[src/sv/biq_pkg.sv]
// Shared types, constants and the control-store contents for the biquad IIR filter.
// Used by every module of the filter. It depends on nothing else.
`timescale 1ns / 1ps
`default_nettype none

package biq_pkg;

    // Fixed widths of the coefficient and delay registers, the coefficient count and index widths.
    localparam int COEF_W   = 18;
    localparam int DELAY_W  = 48;
    localparam int NUM_COEF = 5;
    localparam int CFG_IDX_W = 3;
    localparam int STEP_W   = 3;

    // Register index of each coefficient. This is also the multiplier select code.
    typedef enum logic [CFG_IDX_W-1:0] {
        COEF_B0 = 3'd0,
        COEF_B1 = 3'd1,
        COEF_B2 = 3'd2,
        COEF_A1 = 3'd3,
        COEF_A2 = 3'd4
    } coef_idx_t;

    // Accumulator base operand.
    typedef enum logic [1:0] {
        ACC_ZERO = 2'd0,
        ACC_HOLD = 2'd1,
        ACC_D1   = 2'd2,
        ACC_D2   = 2'd3
    } acc_src_t;

    // One control word of the microprogram.
    typedef struct packed {
        acc_src_t  acc_src;  // base added to the product
        coef_idx_t coef_sel; // coefficient fed to the multiplier
        logic      mul_y;    // multiply the output sample instead of the input
        logic      sub;      // subtract the product instead of adding it
        logic      emit;     // round and saturate the accumulator, hand the result out
        logic      wr_d1;    // write the clamped accumulator into the first delay
        logic      wr_d2;    // write the clamped accumulator into the second delay
        logic      last;     // final step: return to idle
    } cw_t;

    // Sequencer to datapath control bundle.
    typedef struct packed {
        logic start;   // an input transfer happens this cycle
        logic step_en; // the control word below executes this cycle
        cw_t  cw;
    } ctrl_t;

    localparam int NUM_STEPS = 6;

    // Microprogram for one sample.
    //   0: acc = d1 + b0*x
    //   1: y = sat(round(acc)), acc = d2 + b1*x
    //   2: acc = acc - a1*y
    //   3: d1 = clamp(acc), acc = b2*x
    //   4: acc = acc - a2*y
    //   5: d2 = clamp(acc), done
    function automatic cw_t ucode(input logic [STEP_W-1:0] step);
        cw_t w;
        w = '{acc_src: ACC_HOLD, coef_sel: COEF_B0, mul_y: 1'b0, sub: 1'b0,
              emit: 1'b0, wr_d1: 1'b0, wr_d2: 1'b0, last: 1'b0};
        case (step)
            3'd0: begin
                w.acc_src  = ACC_D1;
                w.coef_sel = COEF_B0;
            end
            3'd1: begin
                w.acc_src  = ACC_D2;
                w.coef_sel = COEF_B1;
                w.emit     = 1'b1;
            end
            3'd2: begin
                w.acc_src  = ACC_HOLD;
                w.coef_sel = COEF_A1;
                w.mul_y    = 1'b1;
                w.sub      = 1'b1;
            end
            3'd3: begin
                w.acc_src  = ACC_ZERO;
                w.coef_sel = COEF_B2;
                w.wr_d1    = 1'b1;
            end
            3'd4: begin
                w.acc_src  = ACC_HOLD;
                w.coef_sel = COEF_A2;
                w.mul_y    = 1'b1;
                w.sub      = 1'b1;
            end
            3'd5: begin
                w.wr_d2    = 1'b1;
                w.last     = 1'b1;
            end
            default: begin
                w.last     = 1'b1;
            end
        endcase
        return w;
    endfunction

endpackage

`default_nettype wire

[src/sv/biq_useq.sv]
// Microcode sequencer of the biquad filter: step counter, control store and stall logic.
// Depends on biq_pkg for the control word and the microprogram.
`timescale 1ns / 1ps
`default_nettype none

module biq_useq
    import biq_pkg::*;
(
    input  wire logic aclk,
    input  wire logic aresetn,
    input  wire logic start,     // input transfer this cycle
    input  wire logic out_full,  // output register holds a result that is not taken
    output logic      busy,
    output ctrl_t     ctrl
);

    logic              busy_reg, busy_next;
    logic [STEP_W-1:0] step_reg, step_next;
    cw_t               cw;
    logic              hold;
    logic              step_en;

    always_ff @(posedge aclk) begin
        if (!aresetn) begin
            busy_reg <= 1'b0;
            step_reg <= '0;
        end else begin
            busy_reg <= busy_next;
            step_reg <= step_next;
        end
    end

    always_comb begin
        cw        = ucode(step_reg);
        // A result step waits while the output register is still occupied.
        hold      = cw.emit && out_full;
        step_en   = busy_reg && !hold;
        busy_next = busy_reg;
        step_next = step_reg;
        if (start) begin
            busy_next = 1'b1;
            step_next = '0;
        end else if (step_en) begin
            if (cw.last) begin
                busy_next = 1'b0;
                step_next = '0;
            end else begin
                step_next = step_reg + STEP_W'(1);
            end
        end
    end

    assign busy = busy_reg;
    assign ctrl = '{start: start, step_en: step_en, cw: cw};

endmodule

`default_nettype wire

[src/sv/biq_datapath.sv]
// Datapath of the biquad filter: coefficient registers, shared multiply-accumulate,
// delay registers, rounding and saturation. Depends on biq_pkg.
`timescale 1ns / 1ps
`default_nettype none

module biq_datapath
    import biq_pkg::*;
#(
    parameter int SAMPLE_WIDTH   = 16,
    parameter int COEF_FRAC_BITS = 16
) (
    input  wire logic                           aclk,
    input  wire logic                           aresetn,
    input  wire logic                           cfg_wr_en,
    input  wire logic [CFG_IDX_W-1:0]           cfg_addr,
    input  wire logic [COEF_W-1:0]              cfg_wdata,
    input  wire ctrl_t                          ctrl,
    input  wire logic signed [SAMPLE_WIDTH-1:0] sample_in,
    input  wire logic                           block_start,
    output logic signed [SAMPLE_WIDTH-1:0]      y_sat,
    output logic                                y_clip
);

    localparam int PROD_W = COEF_W + SAMPLE_WIDTH;
    localparam int ACC_W  = ((PROD_W > DELAY_W) ? PROD_W : DELAY_W) + 3;

    localparam logic signed [ACC_W-1:0] SMAX =
        {{(ACC_W-SAMPLE_WIDTH+1){1'b0}}, {(SAMPLE_WIDTH-1){1'b1}}};
    localparam logic signed [ACC_W-1:0] SMIN =
        {{(ACC_W-SAMPLE_WIDTH+1){1'b1}}, {(SAMPLE_WIDTH-1){1'b0}}};
    localparam logic signed [ACC_W-1:0] DMAX =
        {{(ACC_W-DELAY_W+1){1'b0}}, {(DELAY_W-1){1'b1}}};
    localparam logic signed [ACC_W-1:0] DMIN =
        {{(ACC_W-DELAY_W+1){1'b1}}, {(DELAY_W-1){1'b0}}};
    localparam logic signed [ACC_W-1:0] HALF = ACC_W'(1) << (COEF_FRAC_BITS - 1);
    // Unity gain, or the largest coefficient when unity does not fit.
    localparam logic signed [COEF_W-1:0] B0_RESET = (COEF_FRAC_BITS >= COEF_W - 1) ?
        {1'b0, {(COEF_W-1){1'b1}}} : COEF_W'(1 << COEF_FRAC_BITS);

    logic signed [COEF_W-1:0]       coef_reg [NUM_COEF];
    logic signed [SAMPLE_WIDTH-1:0] x_reg;
    logic signed [SAMPLE_WIDTH-1:0] y_reg;
    logic signed [DELAY_W-1:0]      d1_reg, d2_reg;
    logic signed [ACC_W-1:0]        acc_reg, acc_next;

    logic signed [COEF_W-1:0]       coef_op;
    logic signed [SAMPLE_WIDTH-1:0] mul_op;
    logic signed [PROD_W-1:0]       prod;
    logic signed [ACC_W-1:0]        base;
    logic signed [ACC_W-1:0]        rnd;
    logic signed [ACC_W-1:0]        rnd_int;
    logic signed [DELAY_W-1:0]      d_clamped;

    // Coefficient registers; indexes past the last coefficient are ignored.
    always_ff @(posedge aclk) begin
        if (!aresetn) begin
            coef_reg[COEF_B0] <= B0_RESET;
            coef_reg[COEF_B1] <= '0;
            coef_reg[COEF_B2] <= '0;
            coef_reg[COEF_A1] <= '0;
            coef_reg[COEF_A2] <= '0;
        end else if (cfg_wr_en) begin
            case (cfg_addr)
                COEF_B0: coef_reg[COEF_B0] <= cfg_wdata;
                COEF_B1: coef_reg[COEF_B1] <= cfg_wdata;
                COEF_B2: coef_reg[COEF_B2] <= cfg_wdata;
                COEF_A1: coef_reg[COEF_A1] <= cfg_wdata;
                COEF_A2: coef_reg[COEF_A2] <= cfg_wdata;
                default: ;
            endcase
        end
    end

    always_comb begin
        case (ctrl.cw.coef_sel)
            COEF_B0: coef_op = coef_reg[COEF_B0];
            COEF_B1: coef_op = coef_reg[COEF_B1];
            COEF_B2: coef_op = coef_reg[COEF_B2];
            COEF_A1: coef_op = coef_reg[COEF_A1];
            COEF_A2: coef_op = coef_reg[COEF_A2];
            default: coef_op = '0;
        endcase
        mul_op = ctrl.cw.mul_y ? y_reg : x_reg;
        prod   = coef_op * mul_op;
        case (ctrl.cw.acc_src)
            ACC_ZERO: base = '0;
            ACC_HOLD: base = acc_reg;
            ACC_D1:   base = ACC_W'(d1_reg);
            ACC_D2:   base = ACC_W'(d2_reg);
            default:  base = '0;
        endcase
        acc_next = ctrl.cw.sub ? (base - ACC_W'(prod)) : (base + ACC_W'(prod));

        // Round half up, then saturate to the sample width.
        rnd     = acc_reg + HALF;
        rnd_int = rnd >>> COEF_FRAC_BITS;
        if (rnd_int > SMAX) begin
            y_sat  = SMAX[SAMPLE_WIDTH-1:0];
            y_clip = 1'b1;
        end else if (rnd_int < SMIN) begin
            y_sat  = SMIN[SAMPLE_WIDTH-1:0];
            y_clip = 1'b1;
        end else begin
            y_sat  = rnd_int[SAMPLE_WIDTH-1:0];
            y_clip = 1'b0;
        end

        if (acc_reg > DMAX) begin
            d_clamped = DMAX[DELAY_W-1:0];
        end else if (acc_reg < DMIN) begin
            d_clamped = DMIN[DELAY_W-1:0];
        end else begin
            d_clamped = acc_reg[DELAY_W-1:0];
        end
    end

    always_ff @(posedge aclk) begin
        if (ctrl.start) begin
            x_reg <= sample_in;
        end
        if (ctrl.step_en) begin
            acc_reg <= acc_next;
        end
        if (ctrl.step_en && ctrl.cw.emit) begin
            y_reg <= y_sat;
        end
    end

    // Filter state: cleared by reset and by a block start.
    always_ff @(posedge aclk) begin
        if (!aresetn) begin
            d1_reg <= '0;
            d2_reg <= '0;
        end else if (ctrl.start) begin
            if (block_start) begin
                d1_reg <= '0;
                d2_reg <= '0;
            end
        end else if (ctrl.step_en) begin
            if (ctrl.cw.wr_d1) begin
                d1_reg <= d_clamped;
            end
            if (ctrl.cw.wr_d2) begin
                d2_reg <= d_clamped;
            end
        end
    end

endmodule

`default_nettype wire

[src/sv/biquad_iir_filter.sv]
// Biquad IIR section, transposed direct form II, one shared multiply-accumulate.
// Path: the input sample is registered, step 0 accumulates, and step 1 rounds the result into
// the output register behind m_tvalid once it is free. A new sample is taken only after six
// microprogram steps for the five taps on the single multiplier; an untaken result stalls.
// Reset: aresetn is synchronous, active low; it clears both delays, loads b0 with unity
// and the other coefficients with zero, and empties the output register.
`timescale 1ns / 1ps
`default_nettype none

module biquad_iir_filter
    import biq_pkg::*;
#(
    parameter int SAMPLE_WIDTH   = 16,
    parameter int COEF_FRAC_BITS = 16
) (
    input  wire logic                                 aclk,
    input  wire logic                                 aresetn,
    // Configuration write port. Index 0..4 selects b0, b1, b2, a1, a2.
    input  wire logic                                 cfg_wr_en,
    input  wire logic [CFG_IDX_W-1:0]                 cfg_addr,
    input  wire logic [COEF_W-1:0]                    cfg_wdata,
    // Input stream.
    input  wire logic                                 s_tvalid,
    output logic                                      s_tready,
    input  wire logic [((SAMPLE_WIDTH+7)/8)*8-1:0]    s_tdata,  // sample_in
    input  wire logic                                 s_tuser,  // block_start
    // Result stream.
    output logic                                      m_tvalid,
    input  wire logic                                 m_tready,
    output logic [((SAMPLE_WIDTH+7)/8)*8-1:0]         m_tdata,  // sample_out
    output logic                                      m_tuser   // clipped
);

    localparam int TDATA_W = ((SAMPLE_WIDTH + 7) / 8) * 8;

    logic                           busy;
    logic                           start;
    ctrl_t                          ctrl;
    logic signed [SAMPLE_WIDTH-1:0] y_sat;
    logic                           y_clip;

    // Output register, so that a finished result never blocks the next input transfer.
    logic                    out_valid_reg, out_valid_next;
    logic [SAMPLE_WIDTH-1:0] out_y_reg;
    logic                    out_clip_reg;
    logic                    out_load;
    logic                    out_full;

    // The block takes a new sample whenever the sequencer is idle, even while the
    // previous result still waits in the output register.
    assign s_tready = !busy;
    assign start    = s_tvalid && s_tready;

    // The result step of the microprogram stalls while the register is still full.
    assign out_full = out_valid_reg && !m_tready;

    biq_useq u_useq (
        .aclk     (aclk),
        .aresetn  (aresetn),
        .start    (start),
        .out_full (out_full),
        .busy     (busy),
        .ctrl     (ctrl)
    );

    biq_datapath #(
        .SAMPLE_WIDTH   (SAMPLE_WIDTH),
        .COEF_FRAC_BITS (COEF_FRAC_BITS)
    ) u_datapath (
        .aclk        (aclk),
        .aresetn     (aresetn),
        .cfg_wr_en   (cfg_wr_en),
        .cfg_addr    (cfg_addr),
        .cfg_wdata   (cfg_wdata),
        .ctrl        (ctrl),
        .sample_in   (s_tdata[SAMPLE_WIDTH-1:0]),
        .block_start (s_tuser),
        .y_sat       (y_sat),
        .y_clip      (y_clip)
    );

    // The result enters the output register on the step that rounds the accumulator.
    assign out_load       = ctrl.step_en && ctrl.cw.emit;
    assign out_valid_next = out_load || (out_valid_reg && !m_tready);

    always_ff @(posedge aclk) begin
        if (!aresetn) begin
            out_valid_reg <= 1'b0;
        end else begin
            out_valid_reg <= out_valid_next;
        end
    end

    always_ff @(posedge aclk) begin
        if (out_load) begin
            out_y_reg    <= y_sat;
            out_clip_reg <= y_clip;
        end
    end

    assign m_tvalid = out_valid_reg;
    assign m_tdata  = TDATA_W'(out_y_reg);
    assign m_tuser  = out_clip_reg;

endmodule

`default_nettype wire

[config.mk]
export PLATFORM = sky130hd
export DESIGN_NAME = biquad_iir_filter
export DESIGN_NICKNAME = d
export VERILOG_FILES = /design/src/sv/biq_pkg.sv /design/src/sv/biq_useq.sv /design/src/sv/biq_datapath.sv /design/src/sv/biquad_iir_filter.sv
export SDC_FILE = /design/constraint.sdc
export NUM_CORES = 1
export LEC_CHECK = 0
export ABC_AREA = 1
export BUFFER_PORTS_ARGS = -buffer_cell sky130_fd_sc_hd__buf_2
export CORE_UTILIZATION = 30
export DETAILED_ROUTE_END_ITERATION = 10
export GPL_ROUTABILITY_DRIVEN = 0
export PLACE_DENSITY = 0.47
export SLEW_MARGIN = 5
export SYNTH_ARGS = -nofsm -noshare
export SYNTH_HDL_FRONTEND = slang
export SYNTH_SLANG_ARGS = --single-unit
[constraint.sdc]
create_clock -name aclk -period 8.6 [get_ports aclk]
set_clock_uncertainty 0.1 [all_clocks]
set_input_delay 0.86 -clock aclk [delete_from_list [all_inputs] [get_ports aclk]]
set_output_delay 0.86 -clock aclk [all_outputs]
set_load 0.05 [all_outputs]
# Word-level counts from Yosys, hierarchy flattened
# Memory sizes are Yosys's and may differ from the RTL's.
# Index checks and enable logic that the tools add are counted.
[totals]
ram_bits = 90
ff_bits = 185
output_inout_bits = 19
n_memories = 1
[mem_list]
columns = ["name", "words", "word_bits", "rd", "rd_clocked_by_memory_dff", "write_ports", "line", "rtl"]
rows = [
  ["u_datapath.coef_reg", 5, 18, 5, 0, 5, "biq_datapath.sv:40", "logic signed [COEF_W-1:0] coef_reg [NUM_COEF];"],
]
[classes]
reduce_logical = 22
n_eq_ne = 18
addsub = 4
mux = 50
mul = 1
n_bitwise = 6
n_lt_le_gt_ge = 4
[ops]
columns = ["operator", "n"]
rows = [
  ["$mux W48", 9],
  ["$pmux W51 S4", 1],
  ["$mux W18", 5],
  ["$pmux W18 S5", 1],
  ["$add A51 B17 Y51 const B", 1],
  ["$add A51 B34 Y51", 1],
  ["$gt A51 B48 Y1 const B", 1],
  ["$lt A51 B48 Y1 const B", 1],
  ["$mux W51", 1],
  ["$sub A51 B34 Y51", 1],
  ["$gt A35 B16 Y1 const B", 1],
  ["$lt A35 B16 Y1 const B", 1],
  ["$mul A18 B16 Y34", 1],
  ["$mux W16", 2],
  ["$mux W1", 28],
  ["$pmux W5 S5", 1],
  ["$eq A3 B2 Y1 const B", 6],
  ["$eq A3 B3 Y1 const B", 4],
  ["$eq A3 B1 Y1 const B", 3],
  ["$logic_not A3 Y1", 3],
  ["$reduce_and A3 Y1", 2],
  ["$reduce_bool A2 Y1", 3],
  ["$logic_and A1 B1 Y1", 5],
  ["$or A1 B1 Y1", 5],
  ["other kinds (14)", 18],
]

# Logic depth before layout (Yosys ltp)
[logic_depth]
word_depth = 7
ltp_mapped = 59
mapped_depth_nobuf = 58

# Cells and area by module
# A second synthesis with hierarchy kept.
[hier_totals]
hier_cells = 3812
hier_area_um2 = 29155.5
[modules_own_cells]
columns = ["mod", "n_inst", "cells_per_inst", "area_per_inst_um2"]
rows = [
  ["biq_datapath", 1, 3735, 28198.3],
  ["biquad_iir_filter", 1, 28, 575.6],
  ["biq_useq", 1, 49, 381.6],
]

# Worst setup path after synthesis
# OpenSTA, ideal clock, no wires.
[synth_timing]
path_kind = "register to register"
startpoint = "register u_useq.step_reg[0]"
endpoint = "register u_datapath.acc_reg[48] (data pin)"
setup_time_ps = 264
path_stages_with_launch = 49
slack_ps = -495
n_path_buf = 2
t_arrival_ps = 8732
period_less_slack_ps = 9095
cell_sequence = "dfxtp_1 > inv_1 > ha_1 > nand2_1 > nand2_1 > inv_1 > nand2_1 > o211ai_1 > buf_1 > nand2_1 > clkbuf_1 > nor2_1 > inv_1 > fa_1 > inv_1 > fa_1 > fa_1 > fa_1 > [13 not listed] > nand2_1 > nor2_1 > nand3_2 > nand2_1 > nand2_1 > nand2_1 > inv_1 > ha_1 > nand2_1 > nor2_1 > nand2_1 > nor4_1 > nand3_1 > nand3_1 > nand2_1 > nand2_1 > a31oi_1 > xor2_1"
[synth_via]
elab_chain_cells = 7
elab_cells_between_ends = 24
cone_classes = "2 x add/sub; 1 x mul; 11 x eq/ne; 6 x mux; 4 x reduce/logical"
[synth_lines]
columns = ["element", "line", "rtl"]
rows = [
  ["start: declaration", "biq_useq.sv:18", "logic [STEP_W-1:0] step_reg, step_next;"],
  ["start signal: assignment", "biq_useq.sv:29", "step_reg <= step_next;"],
  ["$eq A3 B3 Y1, or another cell as far along", "biq_pkg.sv:64", "case (step)"],
  ["$pmux W5 S5 or $reduce_or A2 Y1 (tied branches)", "n/a", ""],
  ["$eq A3 B3 Y1, or another cell as far along", "biq_datapath.sv:75", "case (ctrl.cw.coef_sel)"],
  ["$pmux W18 S5 or $mux W16 (tied branches)", "biq_datapath.sv:75, biq_datapath.sv:83", ""],
  ["$mul A18 B16 Y34", "biq_datapath.sv:84", "prod = coef_op * mul_op;"],
  ["$add A51 B34 Y51 or $sub A51 B34 Y51 (tied branches)", "biq_datapath.sv:92", "acc_next = ctrl.cw.sub ? (base - ACC_W'(prod)) : (base + ACC_W'(prod));"],
  ["$mux W51 (*)", "biq_datapath.sv:92", ""],
  ["via u_datapath.acc_next[48]", "biq_datapath.sv:44", "logic signed [ACC_W-1:0] acc_reg, acc_next;"],
  ["end signal: assignment", "biq_datapath.sv:122", "acc_reg <= acc_next;"],
  ["end: declaration", "biq_datapath.sv:44", ""],
]
# Mark *: on every way through the listed nets, which the timed path passes. The rest lies on a longest branch.
# A chain may end at the register's enable or synchronous reset.

# Worst setup path after layout
[layout_timing]
startpoint = "register u_useq.step_reg[0]"
endpoint = "register u_datapath.acc_reg[43] (data pin)"
# The elaborated chain is that of the path after synthesis.

==> metrics <==
Synth-to-Final Area Change=46.0%; Tmin final=9.20 ns; final core occ=0.443; H-Tree Depth=2; Crit Path Max Fanout=6; Seq cells post-synth=between 200 and 300; I/O Buffers=61; ys async rst share=0; Largest register FFs=90; slew at the pin with the worst max-slew slack=1.16 ns; Synth Instances=3730; initial antenna violation count=2; final setup vio count=33; Clock Path Buffers=3; Layout Cells excl Fill=5745; clock tree from TritonCTS=yes; die span in x=approximately 300 µm; Fin. Hold Viols=0; vias in the first global route=28000; ys flop type=edfxtp_1; Mean Syn Cell Area=7.59 µm²; Synth Net Count=between 4000 and 5000; area of the core=~0.093 mm²; Cell Area, Synth=0.0283 mm²; Warnings, synthesis=0; FILL cells=9281; GRT overflow=0; DP Wirelength=79.6 mm; die area=0.0956 mm²; via count=27100; slowest CP cell=fa_1; Hold Buf Count CTS=0; Clk pin slew, worst setup/hold paths=0.06 ns; Crit. End Element=flop; crit-path max cell delay=0.59 ns; # diodes=0; Crit path top cell by count=fa_1; relative slew slack=0.230; Setup Crit Path Kind=flop to flop; met3 Use GR=0.0223; Max-Cap Viols=0; Root Buffer=clkbuf_16; crit path DAT=between 9 and 10 ns; I/O pin count=62; post-synthesis sequential area ratio=0.256; TritonCTS Buffers=38; post-route setup TNS=-12.28 ns; DRT iter0 DRCs=~1700; Detail Route Antenna Nets=0; layer carrying the most global-route usage=met2; CP required=between 8 and 9 ns; Distinct cells, synth=48; die span in y=just over 300 µm; DRC=0; R2R Setup Slk=-0.60 ns; Via density=between 4 and 5; pin count of the biggest net entering global routing=97; outcome=finished with violations; Total Wirelength=a little over 100 mm; Multi-input gate area=~0.022 mm²; final net count=4939; average wire per standard cell=between 15 and 20 µm; Cells after DPL=around 5500; Starting Density=0.303; worst min-delay path class=input pin to flop; startpoint types=flop; GRT met2 Usage=0.364; met1 usage=0.294; post-route setup slack=-0.601 ns; most common cell after layout, fill and taps aside=nand2_1; layout cell share with drive strength beyond 1=0.365; RSZ-0062 raised after global routing=yes; Register Area=0.00725 mm²; most frequent cells in the layout=689 x nand2_1, 636 x inv_1, 609 x buf_4, 263 x fa_1, 250 x nor2_1; first-pass GRT wire length=between 150 and 200 mm; Final period util=1.07; Max Freq=109 MHz; clock sink total=275; Max Slew Vio Count=0; clk_lat worst skew=0.60 ns; DRT Pass-1 Iters=6; failing checks=setup timing; FP Rows=112; GRT Total Usage=0.218; number of flops mapped to enable cells by yosys=about 170
==> through the flow <==
| step | setup slack (ns) | hold slack [ns] | instance area (µm²) |
|---|---|---|---|
| CTS | -0.548 | 0.309 | 39500 |
| global placement | -1.66 | 0.399 | 34200 |
| floorplan | -0.0195 | 0.368 | 28400 |
| global route | -0.991 | 0.329 | 41300 |
| detailed placement | -1.61 | 0.402 | 34200 |
| finish | -0.601 | 0.348 | 41300 |
==> routing by layer <==
| layer | vias up | wire length (µm) |
|---|---|---|
| met1 | 13100 | 47000 |
| met3 | 165 | 4000 |
| met5 | - | 0 |
| li1 | 13200 | - |
| met2 | 602 | 48400 |
| met4 | 0 | 3820 |
==> cell type report <==
| cell class | count | area share |
|---|---|---|
| timing repair buffer | 788 | 0.158 |
| tap | 1254 | 0.0380 |
| clock buffer | 47 | 0.0269 |
| inverter | 755 | 0.0716 |
| clock inverter | 22 | 0.00615 |
| multi-input combinational | 2604 | 0.524 |
| sequential | 275 | 0.176 |
==> what timing repair did <==
item | CTS | global route
setup buffers | 126 | 67
resized for setup | 765 | 339
pin swaps | 317 | 227
cloned | 2 | 0
setup endpoints to repair | 40 | 40
==> worst max-delay path, delay by kind of cell, from the launching register on <==
kind,cells,cell delay (ns)
AOI/OAI and AO/OA,6,0.97
xor gates and xnor gates,1,0.09
and+or+nand+nor,17,1.92
adders and majority gates,10,4.03
DFF,1,0.39
buffers and inverters,16,1.47
==> kinds of logic (layout without fill, tap and decap cells) <==
logic type	Yosys count	after routing	share of synthesized area
simple gates	1546	1546	0.226
fa+ha+maj	434	434	0.269
flops	275	275	0.256
buf+inv	851	1612	0.114
compound gates	518	518	0.102
xor+xnor	106	106	0.0328
==> Yosys cell counts (2+ instances only) <==
cell      instances  area, µm²
xor2_1           83        727
fa_1            291       5830
nand2_1         905       3400
a21oi_1         184        921
or2_2             3       18.8
dfxtp_1         101       2020
nor2_1          357       1340
a22oi_1          62        465
inv_1           746       2800
and3_1            4       25.0
a21boi_0          2       15.0
nor2_2            8       50.1
o21bai_1          6       45.0
nor3_1           36        180
buf_2             9       45.0
edfxtp_1        174       5230
clkbuf_1         75        282
inv_2             3       11.3
nand3b_1          9       67.6
o21ai_0         201       1010
clkinv_1          6       22.5
nor2_4            5       56.3
o31ai_1           3       22.5
xnor2_1          23        201
o211ai_1         14        105
nand3_2           8       80.1
a21o_1           13       97.6
o21ai_1           6       30.0
nand3_1         130        651
ha_1            143       1790
nor4_1            9       56.3
nand4_1          60        375
nand2_2           6       37.5
o21a_1            7       52.6
buf_1            10       37.5
a31oi_1          14       87.6
a221oi_1          2       17.5
nand2_4           2       22.5
==> worst paths after layout <==
check | endpoint | from | cells past startpoint
setup / recovery | u_datapath.acc_reg[43]$_DFFE_PP_ | u_useq.step_reg[0]$_SDFFE_PP0P_ | 50
hold / removal | u_datapath.x_reg[0]$_DFFE_PP_ | s_tdata[0] | 1
setup reg to reg | u_datapath.acc_reg[43]$_DFFE_PP_ | u_useq.step_reg[0]$_SDFFE_PP0P_ | 50
hold reg to reg | u_useq.busy$_SDFFE_PN0P_ | u_useq.busy$_SDFFE_PN0P_ | 2
Power is not shown: default switching activity piles up to over one toggle a cycle in this logic, so the estimate is an artifact.
